**config.mk**
```make
export PLATFORM = sky130hd
export DESIGN_NAME = fmcp_front
export DESIGN_NICKNAME = d
export VERILOG_FILES = /design/src/rtl/fmcp_pkg.sv /design/src/rtl/fmcp_front.sv
export SDC_FILE = /design/constraint.sdc
export NUM_CORES = 2
export LEC_CHECK = 0
export ABC_AREA = 1
export BUFFER_PORTS_ARGS = -buffer_cell sky130_fd_sc_hd__buf_2
export CAP_MARGIN = 20
export CORE_MARGIN = 2
export CORE_UTILIZATION = 60
export CTS_BUF_LIST = sky130_fd_sc_hd__clkbuf_2
export DETAILED_ROUTE_END_ITERATION = 12
export HOLD_SLACK_MARGIN = 0.08
export PLACE_DENSITY = 0.8
export SYNTH_ARGS = -nofsm -noshare
export SYNTH_HDL_FRONTEND = slang
export SYNTH_SLANG_ARGS = --single-unit
```
**constraint.sdc**
```tcl
create_clock -name i_clk -period 6.95 [get_ports i_clk]
set_clock_uncertainty 0.15 [all_clocks]
set_input_delay 1.39 -clock i_clk [delete_from_list [all_inputs] [get_ports i_clk]]
set_output_delay 1.39 -clock i_clk [all_outputs]
set_load 0.01 [all_outputs]
```
**src/rtl/fmcp_pkg.sv**
```systemverilog
// ----------------------------------------------------------------------------
// fmcp_pkg
// Shared types and constants of the cross product FM discriminator.
// ----------------------------------------------------------------------------
package fmcp_pkg;

    localparam int RATIO_BITS    = 16;
    localparam int FRAC_BITS     = 15;
    localparam int GAIN_BITS     = 16;
    localparam int FREQ_BITS     = 17;
    localparam int PROD_BITS     = RATIO_BITS + GAIN_BITS + 1;
    localparam int OUT_DATA_BITS = ((FREQ_BITS + RATIO_BITS + 7) / 8) * 8;
    localparam int OUT_USER_BITS = 2;

    localparam logic [GAIN_BITS-1:0]  GAIN_RESET    = 16'd24000;
    localparam logic [RATIO_BITS-1:0] RATIO_POS_MAX = 16'h7FFF;
    localparam logic [RATIO_BITS-1:0] RATIO_NEG_MAX = 16'h8000;

    typedef struct packed {
        logic neg;
        logic zero;
        logic ovf;
    } t_flags;

endpackage

```
**src/rtl/fmcp_front.sv**
```systemverilog
// ----------------------------------------------------------------------------
// fmcp_front
// Sample history, cross product, squared magnitude, absolute value and
// range check ahead of the divider chain.
// ----------------------------------------------------------------------------
module fmcp_front
    import fmcp_pkg::*;
#(
    parameter int SAMPLE_BITS = 16
) (
    input  logic                          i_clk,
    input  logic                          i_rst_n,
    input  logic                          i_valid,
    output logic                          o_ready,
    input  logic signed [SAMPLE_BITS-1:0] i_i,
    input  logic signed [SAMPLE_BITS-1:0] i_q,
    output logic                          o_valid,
    input  logic                          i_ready,
    output logic [2*SAMPLE_BITS:0]        o_rem,
    output logic [2*SAMPLE_BITS-1:0]      o_div,
    output t_flags                        o_flags
);

    localparam int PW = 2 * SAMPLE_BITS;

    logic                          r_have_prev;
    logic signed [SAMPLE_BITS-1:0] r_prev_i;
    logic signed [SAMPLE_BITS-1:0] r_prev_q;

    logic                 r_v1;
    logic signed [PW-1:0] r_p_iq;
    logic signed [PW-1:0] r_p_qi;
    logic signed [PW-1:0] r_p_ii;
    logic signed [PW-1:0] r_p_qq;

    logic               r_v2;
    logic signed [PW:0] r_cross;
    logic [PW-1:0]      r_mag2;

    logic          r_v3;
    logic [PW-1:0] r_abs;
    logic [PW-1:0] r_mag3;
    logic          r_neg3;
    logic          r_zero3;

    logic          r_v4;
    logic [PW:0]   r_rem;
    logic [PW-1:0] r_div;
    t_flags        r_flags;

    logic ready1, ready2, ready3, ready4, accept;

    logic signed [PW-1:0] w_p_iq, w_p_qi, w_p_ii, w_p_qq;
    logic signed [PW:0]   w_cross;
    logic [PW-1:0]        w_mag;
    logic signed [PW:0]   w_abs;
    logic                 w_ovf;

    assign ready4  = !r_v4 || i_ready;
    assign ready3  = !r_v3 || ready4;
    assign ready2  = !r_v2 || ready3;
    assign ready1  = !r_v1 || ready2;
    assign o_ready = ready1;
    assign accept  = i_valid && ready1;

    assign w_p_iq  = PW'(r_prev_i) * PW'(i_q);
    assign w_p_qi  = PW'(r_prev_q) * PW'(i_i);
    assign w_p_ii  = PW'(r_prev_i) * PW'(r_prev_i);
    assign w_p_qq  = PW'(r_prev_q) * PW'(r_prev_q);
    assign w_cross = {r_p_iq[PW-1], r_p_iq} - {r_p_qi[PW-1], r_p_qi};
    assign w_mag   = r_p_ii + r_p_qq;
    assign w_abs   = r_cross[PW] ? -r_cross : r_cross;
    assign w_ovf   = {1'b0, r_abs} >= {r_mag3, 1'b0};

    always_ff @(posedge i_clk) begin
        if (!i_rst_n) begin
            r_have_prev <= 1'b0;
            r_prev_i    <= '0;
            r_prev_q    <= '0;
            r_v1        <= 1'b0;
            r_v2        <= 1'b0;
            r_v3        <= 1'b0;
            r_v4        <= 1'b0;
        end else begin
            if (accept) begin
                r_have_prev <= 1'b1;
                r_prev_i    <= i_i;
                r_prev_q    <= i_q;
            end
            if (ready1) begin
                r_v1 <= accept && r_have_prev;
            end
            if (ready2) begin
                r_v2 <= r_v1;
            end
            if (ready3) begin
                r_v3 <= r_v2;
            end
            if (ready4) begin
                r_v4 <= r_v3;
            end
        end
    end

    always_ff @(posedge i_clk) begin
        if (accept) begin
            r_p_iq <= w_p_iq;
            r_p_qi <= w_p_qi;
            r_p_ii <= w_p_ii;
            r_p_qq <= w_p_qq;
        end
        if (ready2 && r_v1) begin
            r_cross <= w_cross;
            r_mag2  <= w_mag;
        end
        if (ready3 && r_v2) begin
            r_abs   <= w_abs[PW-1:0];
            r_mag3  <= r_mag2;
            r_neg3  <= r_cross[PW];
            r_zero3 <= (r_mag2 == '0);
        end
        if (ready4 && r_v3) begin
            r_rem        <= {1'b0, r_abs};
            r_div        <= r_mag3;
            r_flags.neg  <= r_neg3;
            r_flags.zero <= r_zero3;
            r_flags.ovf  <= w_ovf;
        end
    end

    assign o_valid = r_v4;
    assign o_rem   = r_rem;
    assign o_div   = r_div;
    assign o_flags = r_flags;

endmodule

```
Yosys cells after proc, flatten, opt, wreduce, memory -nomap -nowiden:

Cells that the tools add are included.

* div/mod/pow operators: 0
* magnitude comparators: 1
* reduce and logical (&&, ||, !) cells: 14
* shifts and indexed selects: 0
* bitwise gates (word level): 0
* muxes and demuxes: 1
* multipliers: 4
* add/subtract/negate cells: 3
* equality and inequality tests: 0

Operators with widths (number)
* multiplier 16 x 16 -> 32 bit: 4
* greater-or-equal comparator 32 x 33 -> 1 bit: 1
* subtractor 32 x 32 -> 33 bit: 1
* adder 32 bit: 1
* zero test 32 bit: 1
* 2-to-1 mux 32 bit: 1
* negator 32 bit: 1
* logical AND 1 bit: 5
* zero test 1 bit: 4
* logical OR 1 bit: 4

* RAM bits: 0
* word-level logic and storage cells: 45
* memory bits (read-only): 0
* flip-flop bits (word level): 363
* bits in latches: 0
* memories: 0
* bits of input ports: 36
* output and inout port bits: 70

Longest topological paths before layout:

* depth in word-level cells: 7
* depth in mapped cells: 28
* depth with buffers taken out: 27

Worst setup path before layout:

No wires, ideal clock.

* path kind: input port to flip-flop
* start point: input i_q[5]
* end point: register r_p_iq[30] (data pin)
* data required time: 6548 ps
* arrival time: 6446 ps
* path buffers: 2
* setup time: 252 ps
* stages: 23
* slack: 102 ps
* path through: clkbuf_1 -> clkbuf_1 -> nand2_1 -> fa_1 -> inv_1 -> fa_1 -> inv_1 -> fa_1 -> inv_1 -> fa_1 -> fa_1 -> inv_1 -> fa_1 -> inv_1 -> ha_1 -> nand2_2 -> inv_1 -> nand2_1 -> nor3_1 -> and2_1 -> nand2_1 -> nand3_1 -> nand2_1

* word-level cells in the longest chain between the ends: 1

RTL lines
* from (decl): RTL line fmcp_front.sv:16 `input logic signed [SAMPLE_BITS-1:0] i_q,`
* multiplier 16 x 16 -> 32 bit: RTL line fmcp_front.sv:66 `assign w_p_iq = PW'(r_prev_i) * PW'(i_q);`
* via w_p_iq[30]: RTL line fmcp_front.sv:53 `logic signed [PW-1:0] w_p_iq, w_p_qi, w_p_ii, w_p_qq;`
* to (signal assigned): RTL line fmcp_front.sv:107 `r_p_iq <= w_p_iq;`
* to (decl): RTL line fmcp_front.sv:31 `logic signed [PW-1:0] r_p_iq;`

The timed path passes the listed nets, and every way through them passes these cells.
A chain may end at the register's enable or synchronous reset.

Worst setup path in the final report:

* start point: register r_prev_i[15]
* end point: register r_p_ii[31] (data pin)

* word-level cells in the longest chain between the ends: 1

RTL lines
* from (decl): RTL line fmcp_front.sv:27 `logic signed [SAMPLE_BITS-1:0] r_prev_i;`
* from (signal assigned): RTL line fmcp_front.sv:87 `r_prev_i <= i_i;`
* multiplier 16 x 16 -> 32 bit: RTL line fmcp_front.sv:68 `assign w_p_ii = PW'(r_prev_i) * PW'(r_prev_i);`
* via w_p_ii[31]: RTL line fmcp_front.sv:53
* to (signal assigned): RTL line fmcp_front.sv:109 `r_p_ii <= w_p_ii;`
* to (decl): RTL line fmcp_front.sv:33 `logic signed [PW-1:0] r_p_ii;`

The timed path passes the listed nets, and every way through them passes these cells.

==> key figures <==
Run status
  – Status: finished clean

Clocking
  – Clk sinks: 361
  – Hold bufs inserted after CTS: 0
  – Gates resized, CTS repair: 0
  – Max Root-Sink Buffers: 3
  – Num CTS Buffers: 96
  – CTS tree: built
  – Max H-tree Level: 3
  – Worst skew pair latency: around 1.3 ns
  – Clk root buf: clkbuf_2
  – Reg clk slew, reported paths: 0.10 ns
  – Post-CTS Setup Inserts: 0

Floorplanning
  – Die area: between 90000 and 100000 µm²
  – Die W: 315 µm
  – Initial Util: roughly three fifths
  – Die Y: between 300 and 400 µm
  – Top-level port count: 106
  – Core Box Area: 96400 µm²
  – Cell row count: 114

Drt
  – Via density per instance: 5.29
  – Routed WL: 156 mm
  – First-pass DRT Iterations: 8
  – Avg WL per Cell: 18.1 µm
  – Final ANT Viol Nets: 0
  – Vias post-DR: 45500
  – Drt drc: 0
  – DRT iter0 DRCs: roughly 3800

Synth
  – Yosys warns: 0
  – FF+latch count, synth: 361
  – Syn_nets: 8557
  – Simple-Gate Fraction of Synth Area: around 18%
  – Largest family of logic cells by synthesized area: adder cells
  – Post-synthesis sequential area ratio: 18.0%
  – Mapped Avg Cell Area: around 8.2 µm²
  – Post-synthesis mux area share: 0%
  – Synthesized area: 58100 µm²
  – Post-synthesis compound-gate area fraction: under 10%
  – Adder-cell area share of the yosys netlist: 43.6%
  – Distinct cell type count after synthesis: 44
  – Syn Inst Count: 7090
  – Post-Synth XOR/XNOR Area: ~2.5%

Cells and area
  – Final Cell Area: 61700 µm²
  – Final Util: 64.0%
  – Most common cell after layout, fill and taps aside: inv_1
  – Share of layout cells above drive strength 1: 6.96%
  – Final Net Count: about 8700
  – Layout overhead on the synthesized area: 6.12%
  – Most frequent cells in the layout: 2033 x inv_1, 1747 x nand2_1, 992 x fa_1, 438 x ha_1, 324 x edfxtp_1

Timing
  – Hold Vio Cnt, Final: 0
  – Final slew viol count: 0
  – Worst setup margin: 0.308 ns
  – RSZ-0062 raised after global routing: false
  – Final Setup Violations: 0
  – Final period utilization: between 90 and 100%
  – Slew headroom: 23.7%
  – Max Clk Rate: 151 MHz
  – Final Critical Period: 6.64 ns
  – Least-Margin Pin Slew: 1.13 ns
  – Hold Slack: around 0.21 ns

Pwr
  – Logic gate share of total power: 78.5%
  – Sw frac: 55.4%
  – Seq pwr share: between 15 and 20%
  – Clock power frac: between 6 and 7%
  – P_leak: 0.0354 µW
  – Peak VDD IR: 0.481 mV
  – Sw power: 14300 µW
  – PwrDens: between 400 and 500 nW/µm²
  – Int Pwr: 11500 µW

Global route
  – Initial antenna violation count: 6
  – Largest net degree at the start of global routing: 68
  – Grt total ovfl: 0
  – GRT Overall Usage: 32.5%
  – Number of global-route vias before repair: 47700
  – First-pass GRT wire length: 250 mm

Min path
  – Hold/Removal Path Class: reg2reg

Critical path
  – CP Class: reg2reg
  – Cell family with most CP delay: adder cells
  – Worst Setup End Kind: register
  – CP arrival: ~7.3 ns
  – Crit start category: register
  – Required time worst endpoint: ~7.6 ns
  – Critical-path cell list: buf_4, nand2_1, fa_1, inv_1, fa_1, inv_1, fa_1, inv_1, fa_1, inv_1, fa_1, inv_1, fa_1, ha_1, nand2_1, nor2_1, nand2_1, nor3_1, nand2_1, nand3_1, inv_1, nand2_1, nand2_1
  – Buf/Inv on CP: 7
  – Crit Path Max Fanout: 12
  – Critical-path top delay cell: fa_1
  – Largest stage delay on the critical path: around 0.62 ns

Placement
  – GP Congestion: 0.994
  – Dpl ws: -0.208 ns
  – Port Buf Inserts: 104
  – Detailed placement HPWL: 131 mm
  – Area after DPL: around 61000 µm²

Job
  – Maxcap violations: 0
[stage by stage]
stage          cells  TNS (ns)  total power [µW]
2_1_floorplan   7090         0             17700
3_3_place_gp    8421    -0.545             23600
3_5_place_dp    8423    -0.739             23900
4_1_cts         8599         0             25600
5_1_grt         8601         0             28500
6_report        8603         0             25800
[state kept, by name (all words and copies together), names as in the netlist]
register	flops
r_cross	33
r_mag3	32
o_div	32
r_v3	1
r_abs	32
r_v2	1
o_rem	32
r_p_qi	32
r_v1	1
r_have_prev	1
o_flags	3
r_prev_q	16
r_zero3	1
r_prev_i	16
r_neg3	1
r_p_ii	31
r_p_qq	31
r_p_iq	32
o_valid	1
r_mag2	32
[layout make-up]
class / instances / area (µm²)
Multi-Input combinational cell: 4489 / 39300
Fill cell: 8214 / 34700
Tap cell: 1276 / 1600
Sequential cell: 361 / 10500
Clock inverter: 41 / 256
Antenna cell: 4 / 10.0
Timing Repair Buffer: 252 / 1760
Clock buffer: 135 / 676
Inverter: 2045 / 7680
[kinds of logic (layout without fill, tap and decap cells)]
| kind of cell | after synthesis | after routing |
|---|---|---|
| xor+xnor | 167 | 167 |
| buf+inv | 2240 | 2473 |
| fa+ha+maj | 1431 | 1431 |
| flops | 361 | 361 |
| compound gates | 384 | 384 |
| simple gates | 2506 | 2506 |
| other cells | 1 | 5 |
[cell usage after synthesis, drive strengths merged]
cell    number  area, µm²
inv       2045       7680
nand2     1780       6770
fa         993      19900
ha         438       5480
nor2       334       1330
edfxtp     324       9730
a21oi      212       1060
nand3      211       1120
clkbuf     178        668
xor2       132       1160
o21ai      112        568
nand4       83        526
nor3        54        302
o21bai      39        293
dfxtp       37        741
xnor2       35        307
buf         17       86.3
nand3b      11       82.6
nor4        11       68.8
or2          9       56.3
a21o         7       52.6
and2         7       43.8
o21a         5       37.5
a31o         4       35.0
and3         4       25.0
a21boi       2       15.0
a31oi        2       12.5
nor3b        2       15.0
conb         1       3.75
o211ai       1       7.51
[power groups by stage]
| stage | Clock (µW) | Combinational [µW] | Sequential (µW) |
|---|---|---|---|
| global placement | 0 | 19600 | 3970 |
| finish | 1600 | 20300 | 3940 |
| floorplan | 0 | 14000 | 3730 |
| global route | 1740 | 22800 | 3960 |
| detailed placement | 0 | 20000 | 3970 |
| CTS | 1650 | 20100 | 3930 |
[routing by layer]
metal	share of wire [%]	up-vias	GRT usage (%)
met1	39	22100	41.6
li1	-	21200	-
met3	8.1	391	5.35
met5	0.018	-	0
met2	48	1865	55.6
met4	4.4	4	12.4
[final timing paths]
path | startpoint | end | slack (ns) | cells after the start
setup / recovery | r_prev_i[15]$_SDFFE_PN0P_ | r_p_ii[31]$_DFFE_PP_ | 0.31 | 23
hold / removal | r_mag3[29]$_DFFE_PP_ | o_div[29]$_DFFE_PP_ | 0.21 | 0
setup reg to reg | r_prev_i[15]$_SDFFE_PN0P_ | r_p_ii[31]$_DFFE_PP_ | 0.31 | 23
hold reg to reg | r_mag3[29]$_DFFE_PP_ | o_div[29]$_DFFE_PP_ | 0.21 | 0
Note: power is estimated with default switching activity, not from simulation.
