### src/rtl/fmcp_pkg.sv
// ----------------------------------------------------------------------------
// fmcp_pkg
// Shared types and constants of the cross product FM discriminator.
// ----------------------------------------------------------------------------
package fmcp_pkg;

    localparam int RATIO_BITS    = 16;
    localparam int FRAC_BITS     = 15;
    localparam int GAIN_BITS     = 16;
    localparam int FREQ_BITS     = 17;
    localparam int PROD_BITS     = RATIO_BITS + GAIN_BITS + 1;
    localparam int OUT_DATA_BITS = ((FREQ_BITS + RATIO_BITS + 7) / 8) * 8;
    localparam int OUT_USER_BITS = 2;

    localparam logic [GAIN_BITS-1:0]  GAIN_RESET    = 16'd24000;
    localparam logic [RATIO_BITS-1:0] RATIO_POS_MAX = 16'h7FFF;
    localparam logic [RATIO_BITS-1:0] RATIO_NEG_MAX = 16'h8000;

    typedef struct packed {
        logic neg;
        logic zero;
        logic ovf;
    } t_flags;

endpackage

### src/rtl/fmcp_back.sv
// ----------------------------------------------------------------------------
// fmcp_back
// Sign and saturation of the quotient, gain multiply, final shift and the
// output register.
// ----------------------------------------------------------------------------
module fmcp_back
    import fmcp_pkg::*;
(
    input  logic                         i_clk,
    input  logic                         i_rst_n,
    input  logic                         i_valid,
    output logic                         o_ready,
    input  logic [RATIO_BITS-1:0]        i_quo,
    input  t_flags                       i_flags,
    input  logic [GAIN_BITS-1:0]         i_gain,
    output logic                         o_valid,
    input  logic                         i_ready,
    output logic signed [FREQ_BITS-1:0]  o_freq,
    output logic signed [RATIO_BITS-1:0] o_ratio,
    output logic                         o_zero,
    output logic                         o_sat
);

    logic                         r_v5;
    logic signed [RATIO_BITS-1:0] r_ratio5;
    logic                         r_sat5;
    logic                         r_zero5;

    logic                         r_v6;
    logic signed [PROD_BITS-1:0]  r_prod;
    logic signed [RATIO_BITS-1:0] r_ratio6;
    logic                         r_sat6;
    logic                         r_zero6;

    logic                         r_v7;
    logic signed [FREQ_BITS-1:0]  r_freq;
    logic signed [RATIO_BITS-1:0] r_ratio7;
    logic                         r_sat7;
    logic                         r_zero7;

    logic ready5, ready6, ready7;

    logic [RATIO_BITS:0]          w_quo_neg;
    logic signed [RATIO_BITS-1:0] w_ratio;
    logic                         w_sat;
    logic signed [PROD_BITS-1:0]  w_prod;
    logic signed [PROD_BITS-1:0]  w_shift;

    assign ready7  = !r_v7 || i_ready;
    assign ready6  = !r_v6 || ready7;
    assign ready5  = !r_v5 || ready6;
    assign o_ready = ready5;

    assign w_quo_neg = {(RATIO_BITS+1){1'b0}} - {1'b0, i_quo};

    always_comb begin
        w_ratio = '0;
        w_sat   = 1'b0;
        if (i_flags.zero) begin
            w_ratio = '0;
            w_sat   = 1'b0;
        end else if (i_flags.neg) begin
            if (i_flags.ovf || (i_quo > RATIO_NEG_MAX)) begin
                w_ratio = RATIO_NEG_MAX;
                w_sat   = 1'b1;
            end else begin
                w_ratio = w_quo_neg[RATIO_BITS-1:0];
            end
        end else begin
            if (i_flags.ovf || (i_quo > RATIO_POS_MAX)) begin
                w_ratio = RATIO_POS_MAX;
                w_sat   = 1'b1;
            end else begin
                w_ratio = i_quo;
            end
        end
    end

    assign w_prod  = PROD_BITS'(r_ratio5) * PROD_BITS'($signed({1'b0, i_gain}));
    assign w_shift = r_prod >>> FRAC_BITS;

    always_ff @(posedge i_clk) begin
        if (!i_rst_n) begin
            r_v5 <= 1'b0;
            r_v6 <= 1'b0;
            r_v7 <= 1'b0;
        end else begin
            if (ready5) begin
                r_v5 <= i_valid;
            end
            if (ready6) begin
                r_v6 <= r_v5;
            end
            if (ready7) begin
                r_v7 <= r_v6;
            end
        end
    end

    always_ff @(posedge i_clk) begin
        if (ready5 && i_valid) begin
            r_ratio5 <= w_ratio;
            r_sat5   <= w_sat;
            r_zero5  <= i_flags.zero;
        end
        if (ready6 && r_v5) begin
            r_prod   <= w_prod;
            r_ratio6 <= r_ratio5;
            r_sat6   <= r_sat5;
            r_zero6  <= r_zero5;
        end
        if (ready7 && r_v6) begin
            r_freq   <= w_shift[FREQ_BITS-1:0];
            r_ratio7 <= r_ratio6;
            r_sat7   <= r_sat6;
            r_zero7  <= r_zero6;
        end
    end

    assign o_valid = r_v7;
    assign o_freq  = r_freq;
    assign o_ratio = r_ratio7;
    assign o_zero  = r_zero7;
    assign o_sat   = r_sat7;

`ifndef SYNTHESIS
    a_zero_clears: assert property (@(posedge i_clk) disable iff (!i_rst_n)
        o_valid && o_zero |-> o_ratio == '0 && !o_sat && o_freq == '0)
        else $error("zero magnitude result not cleared");
    a_sat_on_rail: assert property (@(posedge i_clk) disable iff (!i_rst_n)
        o_valid && o_sat |-> (o_ratio == RATIO_POS_MAX || o_ratio == RATIO_NEG_MAX))
        else $error("saturated ratio off its rail");
    a_freq_sign: assert property (@(posedge i_clk) disable iff (!i_rst_n)
        o_valid && o_freq[FREQ_BITS-1] |-> o_ratio[RATIO_BITS-1])
        else $error("negative frequency from non-negative ratio");
    a_reset_empty: assert property (@(posedge i_clk)
        !i_rst_n |=> !o_valid)
        else $error("output valid right after reset");
`endif

endmodule

### config.mk
export PLATFORM = sky130hd
export DESIGN_NAME = fmcp_back
export DESIGN_NICKNAME = d
export VERILOG_FILES = /design/src/rtl/fmcp_pkg.sv /design/src/rtl/fmcp_back.sv
export SDC_FILE = /design/constraint.sdc
export NUM_CORES = 1
export LEC_CHECK = 0
export ABC_CLOCK_PERIOD_IN_PS = 7100
export BUFFER_PORTS_ARGS = -buffer_cell sky130_fd_sc_hd__buf_4
export CORE_ASPECT_RATIO = 0.9
export CORE_UTILIZATION = 57
export DETAILED_ROUTE_END_ITERATION = 8
export PLACE_DENSITY = 0.91
export REMOVE_ABC_BUFFERS = 1
export SLEW_MARGIN = 25
export SYNTH_ARGS = -nofsm -noshare
export SYNTH_HDL_FRONTEND = slang
export SYNTH_SLANG_ARGS = --single-unit
### constraint.sdc
create_clock -name i_clk -period 7.1 [get_ports i_clk]
set_input_delay 2.13 -clock i_clk [delete_from_list [all_inputs] [get_ports i_clk]]
set_output_delay 2.13 -clock i_clk [all_outputs]
set_load 0.01 [all_outputs]
* Word-level counts from Yosys, hierarchy flattened
Index checks and enable logic that the tools add are counted.
Storage, ports and cells: bits in read-only memories 0, memory bits (writable) 0, input bits 39, logic and storage cells 35, output and inout bits 37, latch bits 0, register bits after elaboration 106, memories kept 0
Operators by class: $add $sub $neg 1, reductions and logical operators 11, order comparisons 2, divide/modulo/power cells 0, multipliers 1, mux-type cells 6, bitwise logic cells 0, eq/ne operators 0, shifts and indexed selects 0
Operators by type and width (count):
- $mux 16 | 3
- $mul 16x17->32 | 1
- $gt 16x15->1 const B | 1
- $gt 16x16->1 const B | 1
- $sub 1x16->16 const A | 1
- $logic_or 1x1->1 | 5
- $logic_and 1x1->1 | 3
- $logic_not 1->1 | 3
- $mux 1 | 3

* Depth between registers and ports, before layout
Gate-level depths: netlist (run 1).
depth in word-level cells 5, mapped depth 21, gate-level depth less buffers 19

* Worst setup path before layout (run 1)
No wires, ideal clock.
path type input port to flip-flop, start point in i_gain[12], end point reg r_prod[27] (data pin), buffers on the path 2, data arrival time 7.025 ns, slack -0.185 ns, required time 6.840 ns, cell stages on the path 18, setup time 0.260 ns, path through clkbuf_1 nand2_1 fa_1 fa_1 fa_1 inv_1 fa_1 fa_1 inv_1 fa_1 inv_1 ha_1 clkbuf_1 nand3_1 or4_1 a21oi_2 nor3_1 xnor2_1
Between the ends: cells in the longest elaborated chain, start to end 1
Ends and longest elaborated chain:
- from (decl) | RTL line fmcp_back.sv:15 | input logic [GAIN_BITS-1:0] i_gain,
- $mul 16x17->32 | RTL line fmcp_back.sv:79 | assign w_prod = PROD_BITS'(r_ratio5) * PROD_BITS'($signed({1'b0, i_gain}));
- via w_prod[27] | RTL line fmcp_back.sv:46 | logic signed [PROD_BITS-1:0] w_prod;
- to (signal assigned) | RTL line fmcp_back.sv:107 | r_prod <= w_prod;
- to (decl) | RTL line fmcp_back.sv:30 | logic signed [PROD_BITS-1:0] r_prod;
The timed path passes the listed nets, and every way through them passes these cells. A chain may end at the register's enable or synchronous reset.

* Worst setup path in the final report (run 1)
start point in i_gain[13], end point reg r_prod[29] (data pin)
Same word-level chain as after synthesis.

==> results of run 1 <==
path summary, 6_finish.rpt:
kind,from,end,cells past startpoint
setup / recovery,i_gain[13],r_prod[29]$_DFFE_PP_,18
hold / removal,r_ratio6[6]$_DFFE_PP_,o_ratio[6]$_DFFE_PP_,0
setup reg to reg,r_ratio5[1]$_SDFFCE_PP0P_,r_prod[30]$_DFFE_PP_,18
hold reg to reg,r_ratio6[6]$_DFFE_PP_,o_ratio[6]$_DFFE_PP_,0
layout make-up:
type                    count  area (um2)  share of cell area
flip-flops and latches     91        2700               0.188
clock inverters             7        61.3             0.00426
well taps                 286         358              0.0248
diodes                      1        2.50            0.000174
clock buffers               9         225              0.0156
inverters                 227         852              0.0592
repair buffers            177        1450               0.101
multi-input cells         855        8750               0.608
per-layer routing:
metal	wire length [um]	GRT usage	part of all wire	up-vias
li1	-	-	-	4163
met2	15500	0.481	0.50	530
met3	2860	0.0736	0.092	138
met4	1350	0.124	0.043	0
met1	11500	0.335	0.37	4636
met5	0	0	0	-
registers in the layout, summed over array words and instances, names as in the netlist:
signal    cells
r_zero6       1
r_sat6        1
r_ratio5     16
r_prod       17
r_v5          1
o_zero        1
o_valid       1
r_ratio6     16
o_sat         1
r_v6          1
r_zero5       1
r_sat5        1
o_ratio      16
o_freq       17
kinds of logic (layout without fill, tap and decap cells):
kind of cell | Yosys count | count (layout) | share of synthesized area
AND/OR/NAND/NOR | 393 | 393 | 0.164
buffers and inverters | 271 | 420 | 0.0849
XOR/XNOR | 19 | 19 | 0.0137
flip-flops | 91 | 91 | 0.223
other | 0 | 1 | 0
AO/OA/AOI/OAI | 134 | 134 | 0.0766
adder cells (fa/ha/maj) | 308 | 308 | 0.437
multiplexers | 1 | 1 | 0.000825
worst register-to-register path: cells and delay by family (launching register included):
| kind | cells | cell delay [ns] |
|---|---|---|
| fa+ha+maj | 7 | 3.40 |
| flops | 1 | 1.00 |
| compound gates | 5 | 0.97 |
| buf+inv | 4 | 0.32 |
| simple gates | 2 | 0.26 |
cells in the mapped netlist (all sizes together) (2+ instances only):
cell type and count:
or3 3, inv 227, dfxtp 3, xnor2 17
nor3 13, a211oi 8, o21bai 3, ha 115
nand4 10, fa 193, edfxtp 88, a211o 2
and3 7, xor2 2, o21ai 27, a21oi 40
a21boi 4, nand3 10, a31oi 10, and2 120
nor2 46, o21a 5, clkbuf 39, or4 2
o311ai 2, o211ai 4, a311oi 4, o311a 2
nor4 6, o31ai 2, nand2 160, a21o 10
nand2b 7, nor2b 5, o22ai 2, buf 5
timing repair:
action                                  4_1_cts  5_1_grt
cloned                                        0        0
buffers inserted                              0        7
pin swaps                                     0       48
endpoints found under the setup margin        2       13
hold endpoints to repair                      0        0
gates resized for setup                       2       85
through the flow:
step                worst slack, ns  instances
floorplan                    0.0396       1173
global placement             -0.294       1629
detailed placement           -0.388       1630
CTS                         0.00503       1646
global route                 -0.148       1652
finish                       0.0215       1653
==> results.txt, run 1 <==
- Run status: finished clean
- The final max-slew violation count came to 0.
- Placer congestion estimate: roughly 0.95
- In the post-synthesis netlist, the biggest area contributors are sky130_fd_sc_hd__fa_1, sky130_fd_sc_hd__edfxtp_1, sky130_fd_sc_hd__ha_1, sky130_fd_sc_hd__inv_1, sky130_fd_sc_hd__and2_1.
- In this run the register-to-register setup slack is ~0.9 ns.
- Starting density of the core: 0.582
- Total via count in the routed design: approximately 9,500
- Top library cells by usage in the layout, fill and taps aside: sky130_fd_sc_hd__inv_1, sky130_fd_sc_hd__fa_1, sky130_fd_sc_hd__buf_4
- Placed standard-cell area: approximately 14,000 um2
- The largest single stage delay on the critical path is 0.56 ns.
* Post-route cell area: between 10,000 and 15,000 um2
- Of all cell types, the one taking the most synthesized area is sky130_fd_sc_hd__fa_1.
- Wire length of the first global-routing pass: ~48,000 um
* WL per Instance: 18.9 um
- The die is ~140 um tall.
- Using the TritonRoute via totals, the vias-per-cell ratio works out to around 5.7.
* Flip-flop cell with the highest count after synthesis: sky130_fd_sc_hd__edfxtp_1
* Number of buffers created by CTS: 9
* Number of storage elements in the synthesis netlist: 91
- Counting stages on the worst path, the most repeated cell is sky130_fd_sc_hd__fa_1.
* Layout cell share with drive strength beyond 1: 0.203
* DRT Pass-1 Iters: 5
- Top-level port count: 76
- The worst setup path is launched from a primary input.
- For this run, the register share of the synthesized area comes to 0.223.
- In the final timing run, aggregate negative setup slack is 0 ns.
- Antenna violations before repair: 0
* EDFF count, synth: 88
- Async set-or-reset flop fraction in the synthesized netlist: 0
- PortBufs: 75
- The detailed router finished its first iteration with roughly 760 violations.
* Clock transition at the register clock pins on the worst setup and hold paths after CTS: 0.07 ns
- By startpoint and endpoint, the worst setup path is classified as in -> reg.
* Total half-perimeter wirelength after legalization and detailed placement: roughly 24,000 um
- Transition time of the tightest slew-check pin: about 0.99 ns
* Core Box Area: between 20,000 and 25,000 um2
* Die X-Extent: ~160 um
* Net total in the final layout: ~1,700
- In the global route stage, overall resource usage came out at 0.282.
- On the final layout, the worst hold slack is 0.415 ns.
- For the worst-skew pair, the clock arrives at the later sink with an insertion delay of approximately 0.35 ns.
- Measured on the finished design, the core utilization comes to 0.691.
- For this design, the sink count on the clock tree is 91.
* Post-route antenna net violation count: 0
* Total of warnings raised by yosys: 0
* Count of max-cap constraint violations: 0
- Data arrives at the worst endpoint at a little over 7 ns.
- Total number of H-tree levels: 3
* Area of the die: around 22,000 um2
* DRC violation count after routing: 0
- Clock root buffer: sky130_fd_sc_hd__clkbuf_16
- The routed design has 31,200 um of wire.
- Summing every instance area after synthesis gives approximately 12,000 um2.
* Cts hold-fix bufs: 0
* Highest Clock Rate: 141 MHz
- Pin count of the biggest net entering global routing: 36
- The number of different library cells used by synthesis comes to 71.
- The final hold violation count came to 0.
- Maximum clock skew at final layout: around 0.011 ns
- CP max FO: 10
- TritonCTS built the clock tree.
- Number of global-route vias before repair: 9,933
* Final worst path period share: 0.997
- After global routing the overflow that remains totals 0.
* Crit path cell chain: buf_4, buf_4, and2_1, fa_1, fa_1, inv_1, fa_1, fa_1, inv_1, fa_1, ha_1, ha_1, and2_1, nand2_2, or4_4, a21oi_4, o21a_1, a211oi_2
- Setup violations remaining at the end of the flow were counted as 0.
- Setup repair after global routing could not meet its margin everywhere.
- Of the post-synthesis cell area, the dominant cell type holds 0.318.
* Most frequent standard cell in the layout excluding fill and tap cells: sky130_fd_sc_hd__inv_1
* Number of buffer and inverter stages on the critical path: 4
- Type of destination of the critical path: flop
- Synthesis produced ~1,200 cells.
* Critical path required time: between 7 and 8 ns
* Largest delay share family, worst path: adder cells
- Clock buffer depth: 2
- After filler insertion, the fill cell instance count of the layout stands at ~1,400.
- In this run the tightest slew margin relative to its limit is 0.339.
- The path class of the tightest hold or removal check is reg -> reg.
- Tmin final: just over 7 ns
- Average instance area after synthesis: between 9 and 10 um2
* Cell type of the slowest stage on the worst timing path: sky130_fd_sc_hd__fa_1
- Syn-to-layout area delta: 18.7%
- The initialized floorplan defines 50 standard-cell rows.
Power of run 1 is left out: the tool's default activity adds up to more than one toggle a clock period on the data nets, which glitch-free logic cannot reach.
==> run 2: changes to the inputs <==
CORE_UTILIZATION = 45   (was 57)
PLACE_DENSITY = 0.76   (was 0.91)
==> run 2 against run 1 <==
Clock-buffer cell count is the same. Die area is 26% higher. Global-route usage fell by 6.5 points. Critical path type unchanged. Largest cell class unchanged. Highest routed layer unchanged.
==> results.txt, run 2 (synthesis results as in run 1) <==
- Most frequent standard cell in the layout excluding fill and tap cells: sky130_fd_sc_hd__inv_1
* Startpoint types: primary input
- The register cell area after layout is 2700 um2 (unchanged).
* Total half-perimeter wirelength after legalization and detailed placement: 22,700 um (-4.1%)
- TritonCTS built the clock tree.
- The count of filler cells inserted in the layout came to 2,254 (+65%).
- The total routed wirelength is 29,000 um (-7.1%).
* Slowest stage delay, CP: 0.58 ns (+0.02 ns)
* Die extent in y: 158 um (+12%)
* Tmin final: 7.00 ns (-0.0786 ns)
- Max-slew violation count: 0 (unchanged)
- The number of cell rows came to 56 (+12%).
- The endpoint arrival time on the critical path was 7.11 ns (-0.06 ns).
* Routed length on met3: 2460 um (-14%)
- Die X-Extent: 175 um (+12%)
* Met1 WL: 12,500 um (+8.6%)
- Number of vias per cell after detailed routing: 5.25 (-8.4%)
- Clock transition at the register clock pins on the worst setup and hold paths after CTS: 0.08 ns (about the same)
- Slew margin rel.: 0.327 (-0.0120)
* Critical path required time: 7.21 ns (+0.02 ns)
* Fin Setup TNS: 0 ns (unchanged)
- Run status: finished clean
- The number of remaining DRC errors came to 0 (unchanged).
- The net count of the finished layout is 1,703 (-0.29%).
- Among all stages on the critical path, the largest delay is contributed by sky130_fd_sc_hd__fa_1.
- The floorplan core area came to 26,300 um2 (+26%).
- In this run the worst hold path is classified as reg -> reg.
* WL per Instance: 16.9 um (-10%)
* Detailed-routed wire length on met2: 13,500 um (-13%)
- The post-layout utilization of the core was 0.548 (-0.143).
- The count of input and output buffers is 75 (unchanged).
- The final setup violation count is 0 (unchanged).
* Count of non-filler cells in the finished layout: 1,709 (+3.4%)
* Diodes inserted: 0 (-1)
- The number of violations reported at the end of detailed-routing iteration 0 was 572 (-24%).
- The actual transition at the worst max-transition pin is 1.01 ns (+0.0201 ns).
* Count of max-cap constraint violations: 0 (unchanged)
* Critical Setup Path Class: in -> reg
* Placer congestion estimate: 0.950 (about the same)
* Number of buffers created by CTS: 9 (unchanged)
* DRT Pass-1 Iters: 5 (unchanged)
- Cts hold-fix bufs: 0 (unchanged)
* Total via count in the routed design: 8,969 (-5.3%)
- CP max FO: 12 (+2)
- The total track usage was 0.217 (-0.0648).
- Uppermost routed layer: met4
- The die outline area was 27,600 um2 (+26%).
- The growth of design area from synthesis to finish was 18.8% (about the same).
* Top cell by count, worst path: sky130_fd_sc_hd__fa_1
- The number of global-route vias before repair is 9,296 (-6.4%).
* Top-level port count: 76 (unchanged)
- Clk sinks: 91 (unchanged)
* Total number of H-tree levels: 3 (unchanged)
- Clock buffer depth: 2 (unchanged)
* Clock root buffer: sky130_fd_sc_hd__clkbuf_16
- Number of cells in the design after placement: 1,689 (+3.6%)
- In the layout the commonest cells are sky130_fd_sc_hd__inv_1, sky130_fd_sc_hd__fa_1, sky130_fd_sc_hd__buf_4.
- The proportion of layout cells with a drive suffix above 1 is 0.187 (-0.0162).
- Type of destination of the critical path: flop
- Antenna violations before repair: 2 (+2)
- Highest Clock Rate: 143 MHz (+1.1%)
* Count of endpoints failing hold in the final timing report: 0 (unchanged)
* Grt ovf: 0 (unchanged)
- Maximum clock skew at final layout: 0.0178 ns (+0.00664 ns)
- Crit path cell chain: buf_8, buf_4, nand2_1, fa_1, inv_1, fa_1, fa_1, fa_2, fa_1, fa_1, ha_4, and3_4, nand2_1, or4_4, a21oi_4, o21a_1, a211oi_2
- The final worst hold slack was 0.412 ns (-0.00305 ns).
* Worst-Skew Late Latency: 0.36 ns (about the same)
* Wire length of the first global-routing pass: 46,700 um (-1.8%)
- Combined area of the multi-input logic cells: 8670 um2 (-0.93%)
- Post-route antenna net violation count: 0 (unchanged)
- The pin count of the biggest net entering global routing came to 36 (unchanged).
- The portion of the clock cycle consumed by the worst path in the final layout was 0.986 (-0.0111).
* Starting density of the core: 0.462 (-0.121)
==> run 2: repair_timing <==
item                       CTS  global route
setup endpoints to repair    6            13
buffers inserted             0             3
cloned                       0             1
hold endpoints to repair     0             0
resized for setup            5            57
pin swaps                    1            26
==> run 2: worst paths after layout <==
check                            start                     to  slack [ns]  cells after the start
min             r_ratio6[12]$_DFFE_PP_  o_ratio[12]$_DFFE_PP_        0.41                      0
max                          i_gain[8]   r_prod[29]$_DFFE_PP_        0.10                     17
min reg2reg     r_ratio6[12]$_DFFE_PP_  o_ratio[12]$_DFFE_PP_        0.41                      0
max reg2reg  r_ratio5[1]$_SDFFCE_PP0P_   r_prod[28]$_DFFE_PP_        0.96                     15
==> run 2: cell type report <==
class / count / area share
clock inverter: 7 / 0.00808
clock buffer: 9 / 0.0156
tap: 348 / 0.0302
inverter: 227 / 0.0591
multi-input combinational: 855 / 0.602
timing repair buffer: 172 / 0.0979
sequential: 91 / 0.188
==> run 2: through the flow <==
| stage | area, um2 | setup slack [ns] |
|---|---|---|
| final | 14400 | 0.100 |
| after global routing | 14400 | -0.00477 |
| after CTS | 14100 | 0.0000466 |
| after detailed placement | 13700 | -0.394 |
| after global placement | 13700 | -0.343 |
| after floorplan | 12000 | 0.0396 |
==> run 2: routing by layer <==
layer / vias up / global-route usage
met2: 343 / 0.359
li1: 4159 / -
met4: 0 / 0.0555
met1: 4424 / 0.294
met3: 43 / 0.0413
met5: - / 0
==> run 2: critical path, delay by kind of cell <==
| kind | cells | cell delay, ns |
|---|---|---|
| fa+ha+maj | 7 | 3.47 |
| simple gates | 4 | 0.83 |
| compound gates | 3 | 0.36 |
| buf+inv | 3 | 0.30 |
Power of run 2 is left out for the same reason.
